**src/hw/rtl/asip_pkg.sv**
```systemverilog
`timescale 1ns / 1ps
// Package for the ASCII signed integer parser: widths, character codes,
// parse phase encoding and the structs passed between modules. No dependencies.
package asip_pkg;

  localparam int unsigned VALUE_WIDTH = 32;
  localparam int unsigned OUT_WIDTH   = 32;
  localparam int unsigned CHAR_WIDTH  = 8;

  localparam logic [CHAR_WIDTH-1:0] CH_MINUS  = 8'h2D;
  localparam logic [CHAR_WIDTH-1:0] CH_ZERO   = 8'h30;
  localparam logic [CHAR_WIDTH-1:0] CH_NINE   = 8'h39;
  localparam logic [CHAR_WIDTH-1:0] CH_X_LOW  = 8'h78;
  localparam logic [CHAR_WIDTH-1:0] CH_X_UP   = 8'h58;
  localparam logic [CHAR_WIDTH-1:0] CH_A_LOW  = 8'h61;
  localparam logic [CHAR_WIDTH-1:0] CH_F_LOW  = 8'h66;
  localparam logic [CHAR_WIDTH-1:0] CH_A_UP   = 8'h41;
  localparam logic [CHAR_WIDTH-1:0] CH_F_UP   = 8'h46;
  localparam logic [CHAR_WIDTH-1:0] HEX_ALPHA = 8'd10;

  typedef enum logic [5:0] {
    PH_IDLE   = 6'b000001,
    PH_FIRST  = 6'b000010,
    PH_SIGNED = 6'b000100,
    PH_ZERO   = 6'b001000,
    PH_DEC    = 6'b010000,
    PH_HEX    = 6'b100000
  } phase_t;

  typedef struct packed {
    logic       is_minus;
    logic       is_zero;
    logic       is_x;
    logic       dec_ok;
    logic       hex_ok;
    logic [3:0] digit;
  } char_class_t;

  typedef struct packed {
    logic                 emit;
    logic [OUT_WIDTH-1:0] value;
  } parse_result_t;

endpackage

```
**src/hw/rtl/asip_in_if.sv**
```systemverilog
`timescale 1ns / 1ps
// Input channel of the integer parser: one character per transfer.
// Depends on asip_pkg for the character width.
interface asip_in_if;
  logic                            valid;
  logic                            ready;
  logic [asip_pkg::CHAR_WIDTH-1:0] char_code;
  logic                            start_of_string;

  modport source (output valid, output char_code, output start_of_string, input ready);
  modport sink (input valid, input char_code, input start_of_string, output ready);
endinterface

```
**src/hw/rtl/asip_out_if.sv**
```systemverilog
`timescale 1ns / 1ps
// Result channel of the integer parser: one parsed value per transfer.
// Depends on asip_pkg for the output width.
interface asip_out_if;
  logic                                  valid;
  logic                                  ready;
  logic signed [asip_pkg::OUT_WIDTH-1:0] value;

  modport source (output valid, output value, input ready);
  modport sink (input valid, input value, output ready);
endinterface

```
**src/hw/rtl/ascii_signed_int_parser.sv**
```systemverilog
`timescale 1ns / 1ps
// Top level of the ASCII signed integer parser: handshake and result register.
// Depends on asip_pkg, asip_in_if, asip_out_if, asip_decode and asip_parse.
//
//   Channel   Direction  Payload                       Meaning
//   in_chan   sink       char_code, start_of_string    one character per transfer
//   out_chan  source     value (signed 32 bits)        one value per finished number
//
// One character is taken per cycle; its state update and any result are done in
// that cycle, and the value appears on out_chan in the cycle after the transfer.
// Throughput is set by the result register: a new character is taken while that
// register is empty or its value is being taken in the same cycle.
// Reset is synchronous and active low, and leaves the parser idle with no result.
// A stall on out_chan holds the result and the input until the value is taken.
module ascii_signed_int_parser (
  input  logic       clk,
  input  logic       rst_n,
  asip_in_if.sink    in_chan,
  asip_out_if.source out_chan
);

  asip_pkg::char_class_t               char_class;
  asip_pkg::parse_result_t             result;
  logic                                accept;
  logic                                out_valid_r, out_valid_nxt;
  logic [asip_pkg::OUT_WIDTH-1:0]      value_r;

  assign in_chan.ready  = !out_valid_r || out_chan.ready;
  assign accept         = in_chan.valid && in_chan.ready;
  assign out_chan.valid = out_valid_r;
  assign out_chan.value = value_r;

  asip_decode u_decode (
    .char_code  (in_chan.char_code),
    .char_class (char_class)
  );

  asip_parse u_parse (
    .clk             (clk),
    .rst_n           (rst_n),
    .accept          (accept),
    .start_of_string (in_chan.start_of_string),
    .char_class      (char_class),
    .result          (result)
  );

  always_comb begin
    out_valid_nxt = out_valid_r;
    if (accept) begin
      out_valid_nxt = result.emit;
    end else if (out_chan.ready) begin
      out_valid_nxt = 1'b0;
    end
  end

  always_ff @(posedge clk) begin
    if (!rst_n) begin
      out_valid_r <= 1'b0;
    end else begin
      out_valid_r <= out_valid_nxt;
    end
  end

  always_ff @(posedge clk) begin
    if (accept && result.emit) begin
      value_r <= result.value;
    end
  end

endmodule

```
**src/hw/rtl/asip_decode.sv**
```systemverilog
`timescale 1ns / 1ps
// Character classifier: sign, zero, x marker, decimal and hex digit values.
// Depends on asip_pkg.
module asip_decode (
  input  logic [asip_pkg::CHAR_WIDTH-1:0] char_code,
  output asip_pkg::char_class_t           char_class
);

  logic [asip_pkg::CHAR_WIDTH-1:0] digit_wide;

  always_comb begin
    char_class          = '0;
    digit_wide          = '0;
    char_class.is_minus = (char_code == asip_pkg::CH_MINUS);
    char_class.is_zero  = (char_code == asip_pkg::CH_ZERO);
    char_class.is_x     = (char_code == asip_pkg::CH_X_LOW) || (char_code == asip_pkg::CH_X_UP);
    if (char_code inside {[asip_pkg::CH_ZERO:asip_pkg::CH_NINE]}) begin
      char_class.dec_ok = 1'b1;
      char_class.hex_ok = 1'b1;
      digit_wide        = char_code - asip_pkg::CH_ZERO;
    end else if (char_code inside {[asip_pkg::CH_A_LOW:asip_pkg::CH_F_LOW]}) begin
      char_class.hex_ok = 1'b1;
      digit_wide        = char_code - asip_pkg::CH_A_LOW + asip_pkg::HEX_ALPHA;
    end else if (char_code inside {[asip_pkg::CH_A_UP:asip_pkg::CH_F_UP]}) begin
      char_class.hex_ok = 1'b1;
      digit_wide        = char_code - asip_pkg::CH_A_UP + asip_pkg::HEX_ALPHA;
    end
    char_class.digit = digit_wide[3:0];
  end

endmodule

```
**src/hw/rtl/asip_parse.sv**
```systemverilog
`timescale 1ns / 1ps
// Parse state machine: phase, accumulator and sign, updated once per accepted
// character, with the signed result formed on the terminating one. Depends on asip_pkg.
module asip_parse (
  input  logic                          clk,
  input  logic                          rst_n,
  input  logic                          accept,
  input  logic                          start_of_string,
  input  asip_pkg::char_class_t         char_class,
  output asip_pkg::parse_result_t       result
);

  localparam int unsigned VW = asip_pkg::VALUE_WIDTH;
  localparam int unsigned OW = asip_pkg::OUT_WIDTH;

  asip_pkg::phase_t phase_r, phase_nxt, phase_eff;
  logic [VW-1:0]    acc_r, acc_nxt, acc_eff;
  logic             neg_r, neg_nxt, neg_eff;
  logic [VW-1:0]    acc_dec, acc_hex, mag;
  logic [VW+OW-1:0] mag_ext;
  logic             dec_emit;

  assign phase_eff = start_of_string ? asip_pkg::PH_FIRST : phase_r;
  assign acc_eff   = start_of_string ? '0 : acc_r;
  assign neg_eff   = start_of_string ? 1'b0 : neg_r;

  assign acc_dec = (acc_eff << 3) + (acc_eff << 1) + VW'(char_class.digit);
  assign acc_hex = (acc_eff << 4) + VW'(char_class.digit);

  assign mag     = neg_eff ? (~acc_eff + VW'(1)) : acc_eff;
  assign mag_ext = {{OW{mag[VW-1]}}, mag};

  always_comb begin
    phase_nxt    = phase_eff;
    acc_nxt      = acc_eff;
    neg_nxt      = neg_eff;
    dec_emit     = 1'b0;
    result.emit  = 1'b0;
    result.value = mag_ext[OW-1:0];
    case (phase_eff)
      asip_pkg::PH_FIRST, asip_pkg::PH_SIGNED: begin
        if ((phase_eff == asip_pkg::PH_FIRST) && char_class.is_minus) begin
          neg_nxt   = 1'b1;
          phase_nxt = asip_pkg::PH_SIGNED;
        end else if (char_class.is_zero) begin
          acc_nxt   = '0;
          phase_nxt = asip_pkg::PH_ZERO;
        end else begin
          dec_emit = 1'b1;
        end
      end
      asip_pkg::PH_ZERO: begin
        if (char_class.is_x) begin
          phase_nxt = asip_pkg::PH_HEX;
        end else begin
          dec_emit = 1'b1;
        end
      end
      asip_pkg::PH_DEC: begin
        dec_emit = 1'b1;
      end
      asip_pkg::PH_HEX: begin
        if (char_class.hex_ok) begin
          acc_nxt = acc_hex;
        end else begin
          result.emit = 1'b1;
          phase_nxt   = asip_pkg::PH_IDLE;
        end
      end
      default: begin
        phase_nxt = asip_pkg::PH_IDLE;
      end
    endcase
    if (dec_emit) begin
      if (char_class.dec_ok) begin
        acc_nxt   = acc_dec;
        phase_nxt = asip_pkg::PH_DEC;
      end else begin
        result.emit = 1'b1;
        phase_nxt   = asip_pkg::PH_IDLE;
      end
    end
    if (!accept) begin
      result.emit = 1'b0;
    end
  end

  always_ff @(posedge clk) begin
    if (!rst_n) begin
      phase_r <= asip_pkg::PH_IDLE;
      acc_r   <= '0;
      neg_r   <= 1'b0;
    end else if (accept) begin
      phase_r <= phase_nxt;
      acc_r   <= acc_nxt;
      neg_r   <= neg_nxt;
    end
  end

endmodule

```
**src/flat_wrapper.sv**
```systemverilog
// flat-port wrapper written by rule: the top's interface ports become plain ports
module ascii_signed_int_parser_flat 
  (clk, rst_n, in_chan_valid, in_chan_char_code, in_chan_start_of_string, in_chan_ready, out_chan_valid, out_chan_value, out_chan_ready);
  asip_in_if in_chan_i ();
  asip_out_if out_chan_i ();
  input  logic clk;
  input  logic rst_n;
  input wire logic [$bits(in_chan_i.valid)-1:0] in_chan_valid;
  input wire logic [$bits(in_chan_i.char_code)-1:0] in_chan_char_code;
  input wire logic [$bits(in_chan_i.start_of_string)-1:0] in_chan_start_of_string;
  output wire logic [$bits(in_chan_i.ready)-1:0] in_chan_ready;
  output wire logic [$bits(out_chan_i.valid)-1:0] out_chan_valid;
  output wire logic [$bits(out_chan_i.value)-1:0] out_chan_value;
  input wire logic [$bits(out_chan_i.ready)-1:0] out_chan_ready;
  assign in_chan_i.valid = in_chan_valid;
  assign in_chan_i.char_code = in_chan_char_code;
  assign in_chan_i.start_of_string = in_chan_start_of_string;
  assign in_chan_ready = in_chan_i.ready;
  assign out_chan_valid = out_chan_i.valid;
  assign out_chan_value = out_chan_i.value;
  assign out_chan_i.ready = out_chan_ready;
  ascii_signed_int_parser u_core (.clk(clk), .rst_n(rst_n), .in_chan(in_chan_i), .out_chan(out_chan_i));
endmodule
```
**config.mk**
```make
export PLATFORM = sky130hd
export DESIGN_NAME = ascii_signed_int_parser_flat
export DESIGN_NICKNAME = d
export VERILOG_FILES = /design/src/hw/rtl/asip_pkg.sv /design/src/hw/rtl/asip_in_if.sv /design/src/hw/rtl/asip_out_if.sv /design/src/hw/rtl/ascii_signed_int_parser.sv /design/src/hw/rtl/asip_decode.sv /design/src/hw/rtl/asip_parse.sv /design/src/flat_wrapper.sv
export SDC_FILE = /design/constraint.sdc
export NUM_CORES = 1
export LEC_CHECK = 0
export ABC_AREA = 1
export BUFFER_PORTS_ARGS = -buffer_cell sky130_fd_sc_hd__buf_4
export CAP_MARGIN = 25
export CORE_MARGIN = 2
export CORE_UTILIZATION = 40
export CTS_CLUSTER_SIZE = 40
export DETAILED_ROUTE_END_ITERATION = 8
export SLEW_MARGIN = 15
export SYNTH_ARGS = -nofsm -noshare
export SYNTH_HDL_FRONTEND = slang
export SYNTH_SLANG_ARGS = --single-unit
```
**constraint.sdc**
```tcl
create_clock -name clk -period 3.3 [get_ports clk]
set_input_delay 0.66 -clock clk [delete_from_list [all_inputs] [get_ports clk]]
set_output_delay 0.66 -clock clk [all_outputs]
set_load 0.005 [all_outputs]
```
==> results.txt <==
The synthesis-to-layout area growth came out at 31.59%. The worst-skew pair later-pin latency is 0.35 ns. The TritonCTS clock tree is done. For the pin with the worst max-slew slack, the measured transition is 0.5331 ns. Synthesis produced a netlist whose cell count is 1105.

The tree is rooted in a sky130_fd_sc_hd__clkbuf_16. The net total in the final layout came out at 1358. The routability-driven placement congestion ratio came out at 1.010. In the final layout, the share of cells above drive strength 1 is 0.2381.

Hold timing on the final database bottoms out at a slack of 0.4670 ns. The total leakage power came out at 4.833 nW. The first global-routing pass estimated 35270 um of wire. The distinct cell type count after synthesis came out at 42.

The pre-antenna-repair detailed-routing pass consisted of 6 iterations. Summing over every cut layer, the via total after detailed routing is 7782. The highest attainable clock frequency came out at 311.9 MHz. CTS built an H-tree with a depth of 3. The type of the worst min-delay path is flip-flop to flip-flop. The maximum number of pins on one net before global-route repair came out at 45. The max-slew violation total from the final report was 0.

The critical path is of the input port to flip-flop type. Data on the critical path is required at its endpoint by 3.55 ns. The starting density of the core came out at 0.4063. The share of the cycle needed by the critical path after routing is 0.9714. The reported max-cap violation count is 0. The cell area after synthesis came out at 6954 um^2. The detailed router finished its first iteration with 639 violations. Dividing the detail-routed wire length by the instance count gives 14.80 um. The number of input and output port buffers inserted came out at 46.

The post-synthesis sequential element count is 72. Setup violations remaining at the end of the flow were counted as 0. The final clock skew is 0.01281 ns.

The half-perimeter wire length of the detailed placement result is 17400 um. The number of CTS-inserted buffers is 9. STA classifies the critical path endpoint as a flip-flop. The count of nets left with antenna violations once routing finished came out at 0. The via count of the first global-routing pass came to 6942. Data arrives at the worst endpoint at 3.45 ns.

The final hold violation count is 0. For this block, the routed nets add up to 22340 um of wire. The headroom to the max-slew limit came out at 0.6433. STA classifies the critical path startpoint as an input port. The layout has 1666 filler cells. Counting cells, the worst reg-to-reg path comes to 14. The capture instance of the worst register-to-register path is u_core.u_parse.acc_r[29]. The average cell area after synthesis is 6.293 um^2. The residual overflow from global routing came out at 0.

The share of the Yosys chip area taken by registers is 0.2533. The total die area came out at 18460 um^2. The sequential standard cell area came out at 1762 um^2. Summing all multi-input logic gate instances after layout gives 4780 um^2. The slack of the worst reg-to-reg path came out at 0.54 ns. The post-detailed-route via-to-cell ratio came out at 5.154. For this run, the number of Yosys warnings is 0. The chip height came out at 135.9 um.

The number of nets in the synthesized netlist is 1183. For this run, design rule violations remaining after detail routing come to 0. The flow ran to the end, and the final reports show no timing, DRC or antenna violations. The cell row count came out at 48. The clock-pin transition on the worst setup and hold timing paths came out at 0.06 ns. The clock period minus worst slack is 3.206 ns. The initial antenna violation count came out at 0. VDD sags by at most 0.0002305 V. Setup repair after global routing could not meet its margin everywhere. The TritonCTS sink count is 72. Measured on the finished design, the core utilization comes to 0.5346. The placeable core region came out at 17120 um^2. The number of antenna cells inserted is 0. The total power per unit cell area is 258.0 nW/um^2. For this run, the total global-route usage over all layers was measured as 0.2448. The sum of negative setup slack is 0 ns. In this run the critical register-to-register path is launched from u_core.u_parse.acc_r[17]. The chip width is 135.9 um. During I/O placement, the number of pins put on the boundary was 47.

The total power of the final layout is 2.361 mW. Following the worst setup path forward leads to its endpoint at u_core.u_parse.acc_r[24]. No sink is reached through more buffers than the 2 on the longest clock path. The critical path starts at in_chan_char_code[0]. The worst-path maximum fanout is 5.
## Yosys cell counts, drive strengths merged
library cell	number	share of area
nor2	122	0.071
o41ai	1	0.0013
nor3	18	0.014
and2	1	0.00090
nand2	354	0.20
or2	3	0.0027
a21o	2	0.0022
clkbuf	12	0.0065
a22oi	1	0.0011
dfxtp	40	0.12
inv	150	0.081
o21ai	76	0.056
o21bai	3	0.0032
nor4	1	0.0018
clkinv	1	0.00054
edfxtp	32	0.14
fa	2	0.0058
nand4	20	0.019
xor2	25	0.031
a31oi	7	0.0063
o211ai	5	0.0054
nand3	79	0.059
and3	1	0.00090
o22ai	1	0.00090
a21oi	68	0.049
nand3b	1	0.0011
ha	63	0.11
buf	16	0.015
## cell type report
| cell class | count | area share |
|---|---|---|
| clock buffer | 9 | 0.02461 |
| inverter | 151 | 0.06289 |
| multi-input combinational | 854 | 0.5223 |
| timing repair buffer | 192 | 0.1619 |
| tap | 225 | 0.03076 |
| clock inverter | 7 | 0.005059 |
| sequential | 72 | 0.1925 |
## layer usage
layer	vias up	track usage	share of wire
met1	3546	0.3596	0.48
met2	274	0.3782	0.44
met3	28	0.02908	0.068
met5	-	0	0
li1	3934	-	-
met4	0	0.06655	0.016
## registers in the layout (all words and copies together), names as in the netlist
register / flops
u_core.out_chan.value: 32
u_core.u_parse.acc_r: 32
u_core.u_parse.phase_r: 6
u_core.out_chan.valid: 1
u_core.u_parse.neg_r: 1
## where the power goes
part / switching [mW] / internal [mW] / leakage (nW)
Combinational: 0.263 / 0.190 / 4.07
Clock: 0.414 / 0.509 / 0.131
Sequential: 0.0172 / 0.967 / 0.633
Total: 0.694 / 1.67 / 4.83
## cell families (layout without fill, tap and decap cells)
family                     Yosys count  count (layout)  share of synthesized area
adders and majority gates           65              65                     0.1191
and+or+nand+nor                    600             600                     0.3674
AOI/OAI and AO/OA                  164             164                     0.1256
xor gates and xnor gates            25              25                    0.03149
buffers and inverters              179             359                     0.1031
DFF                                 72              72                     0.2533
## critical path, cell delays in order
cell,delay (ns)
sky130_fd_sc_hd__buf_8,0.09
sky130_fd_sc_hd__clkinvlp_4,0.10
sky130_fd_sc_hd__ha_4,0.17
sky130_fd_sc_hd__inv_4,0.06
sky130_fd_sc_hd__nand3_4,0.06
sky130_fd_sc_hd__nand3_4,0.13
sky130_fd_sc_hd__nand2_4,0.07
sky130_fd_sc_hd__xor2_2,0.18
sky130_fd_sc_hd__nor2_2,0.19
sky130_fd_sc_hd__ha_4,0.23
sky130_fd_sc_hd__ha_4,0.16
sky130_fd_sc_hd__fa_2,0.42
sky130_fd_sc_hd__nand3_2,0.10
sky130_fd_sc_hd__nand3_4,0.11
sky130_fd_sc_hd__nand2_1,0.07
sky130_fd_sc_hd__nand2_1,0.07
sky130_fd_sc_hd__nand4_1,0.14
sky130_fd_sc_hd__nand4_1,0.11
sky130_fd_sc_hd__nand3_2,0.12
sky130_fd_sc_hd__nand3_1,0.08
sky130_fd_sc_hd__nand2_1,0.08
sky130_fd_sc_hd__inv_1,0.03
## stage by stage
step           setup WS, ns  cells  cell area (um^2)
2_1_floorplan      0.003761   1105              7005
4_1_cts            -0.01199   1509              8927
6_report            0.09431   1510              9151
5_1_grt            -0.03872   1510              9151
3_5_place_dp        -0.4272   1489              8566
3_3_place_gp        -0.3895   1489              8566
## cells in the final DEF (no fill, tap or decap), types with 19 or more instances in the layout
master and n:
sky130_fd_sc_hd__dfxtp_1 40, sky130_fd_sc_hd__nand3_1 62, sky130_fd_sc_hd__inv_1 129, sky130_fd_sc_hd__buf_4 187
sky130_fd_sc_hd__xor2_1 23, sky130_fd_sc_hd__nand4_1 19, sky130_fd_sc_hd__o21ai_0 67, sky130_fd_sc_hd__a21oi_1 64
sky130_fd_sc_hd__ha_1 56, sky130_fd_sc_hd__nor2_1 104, sky130_fd_sc_hd__edfxtp_1 32, sky130_fd_sc_hd__nand2_1 333
## repair_timing
action | CTS | global route
setup buffers | 4 | 1
resized for setup | 13 | 49
hold buffers | 0 | 0
setup endpoints to repair | 7 | 26
gates cloned | 0 | 0
pin swaps | 16 | 26
## how the worst min path moves through the flow
| stage | slack (ns) | endpoint | cells after the start | start |
|---|---|---|---|---|
| 2_1_floorplan | 0.45 | u_core.u_parse.acc_r[4] | 2 | u_core.u_parse.acc_r[4] |
| 3_3_place_gp | 0.45 | u_core.u_parse.acc_r[4] | 2 | u_core.u_parse.acc_r[4] |
| 3_5_place_dp | 0.46 | u_core.u_parse.acc_r[9] | 2 | u_core.u_parse.acc_r[9] |
| 4_1_cts | 0.46 | u_core.u_parse.acc_r[9] | 2 | u_core.u_parse.acc_r[9] |
| 5_1_grt | 0.49 | u_core.u_parse.acc_r[31] | 2 | u_core.u_parse.acc_r[31] |
| 6_report | 0.47 | u_core.u_parse.acc_r[9] | 2 | u_core.u_parse.acc_r[9] |
(Power assumes the default switching activity.)
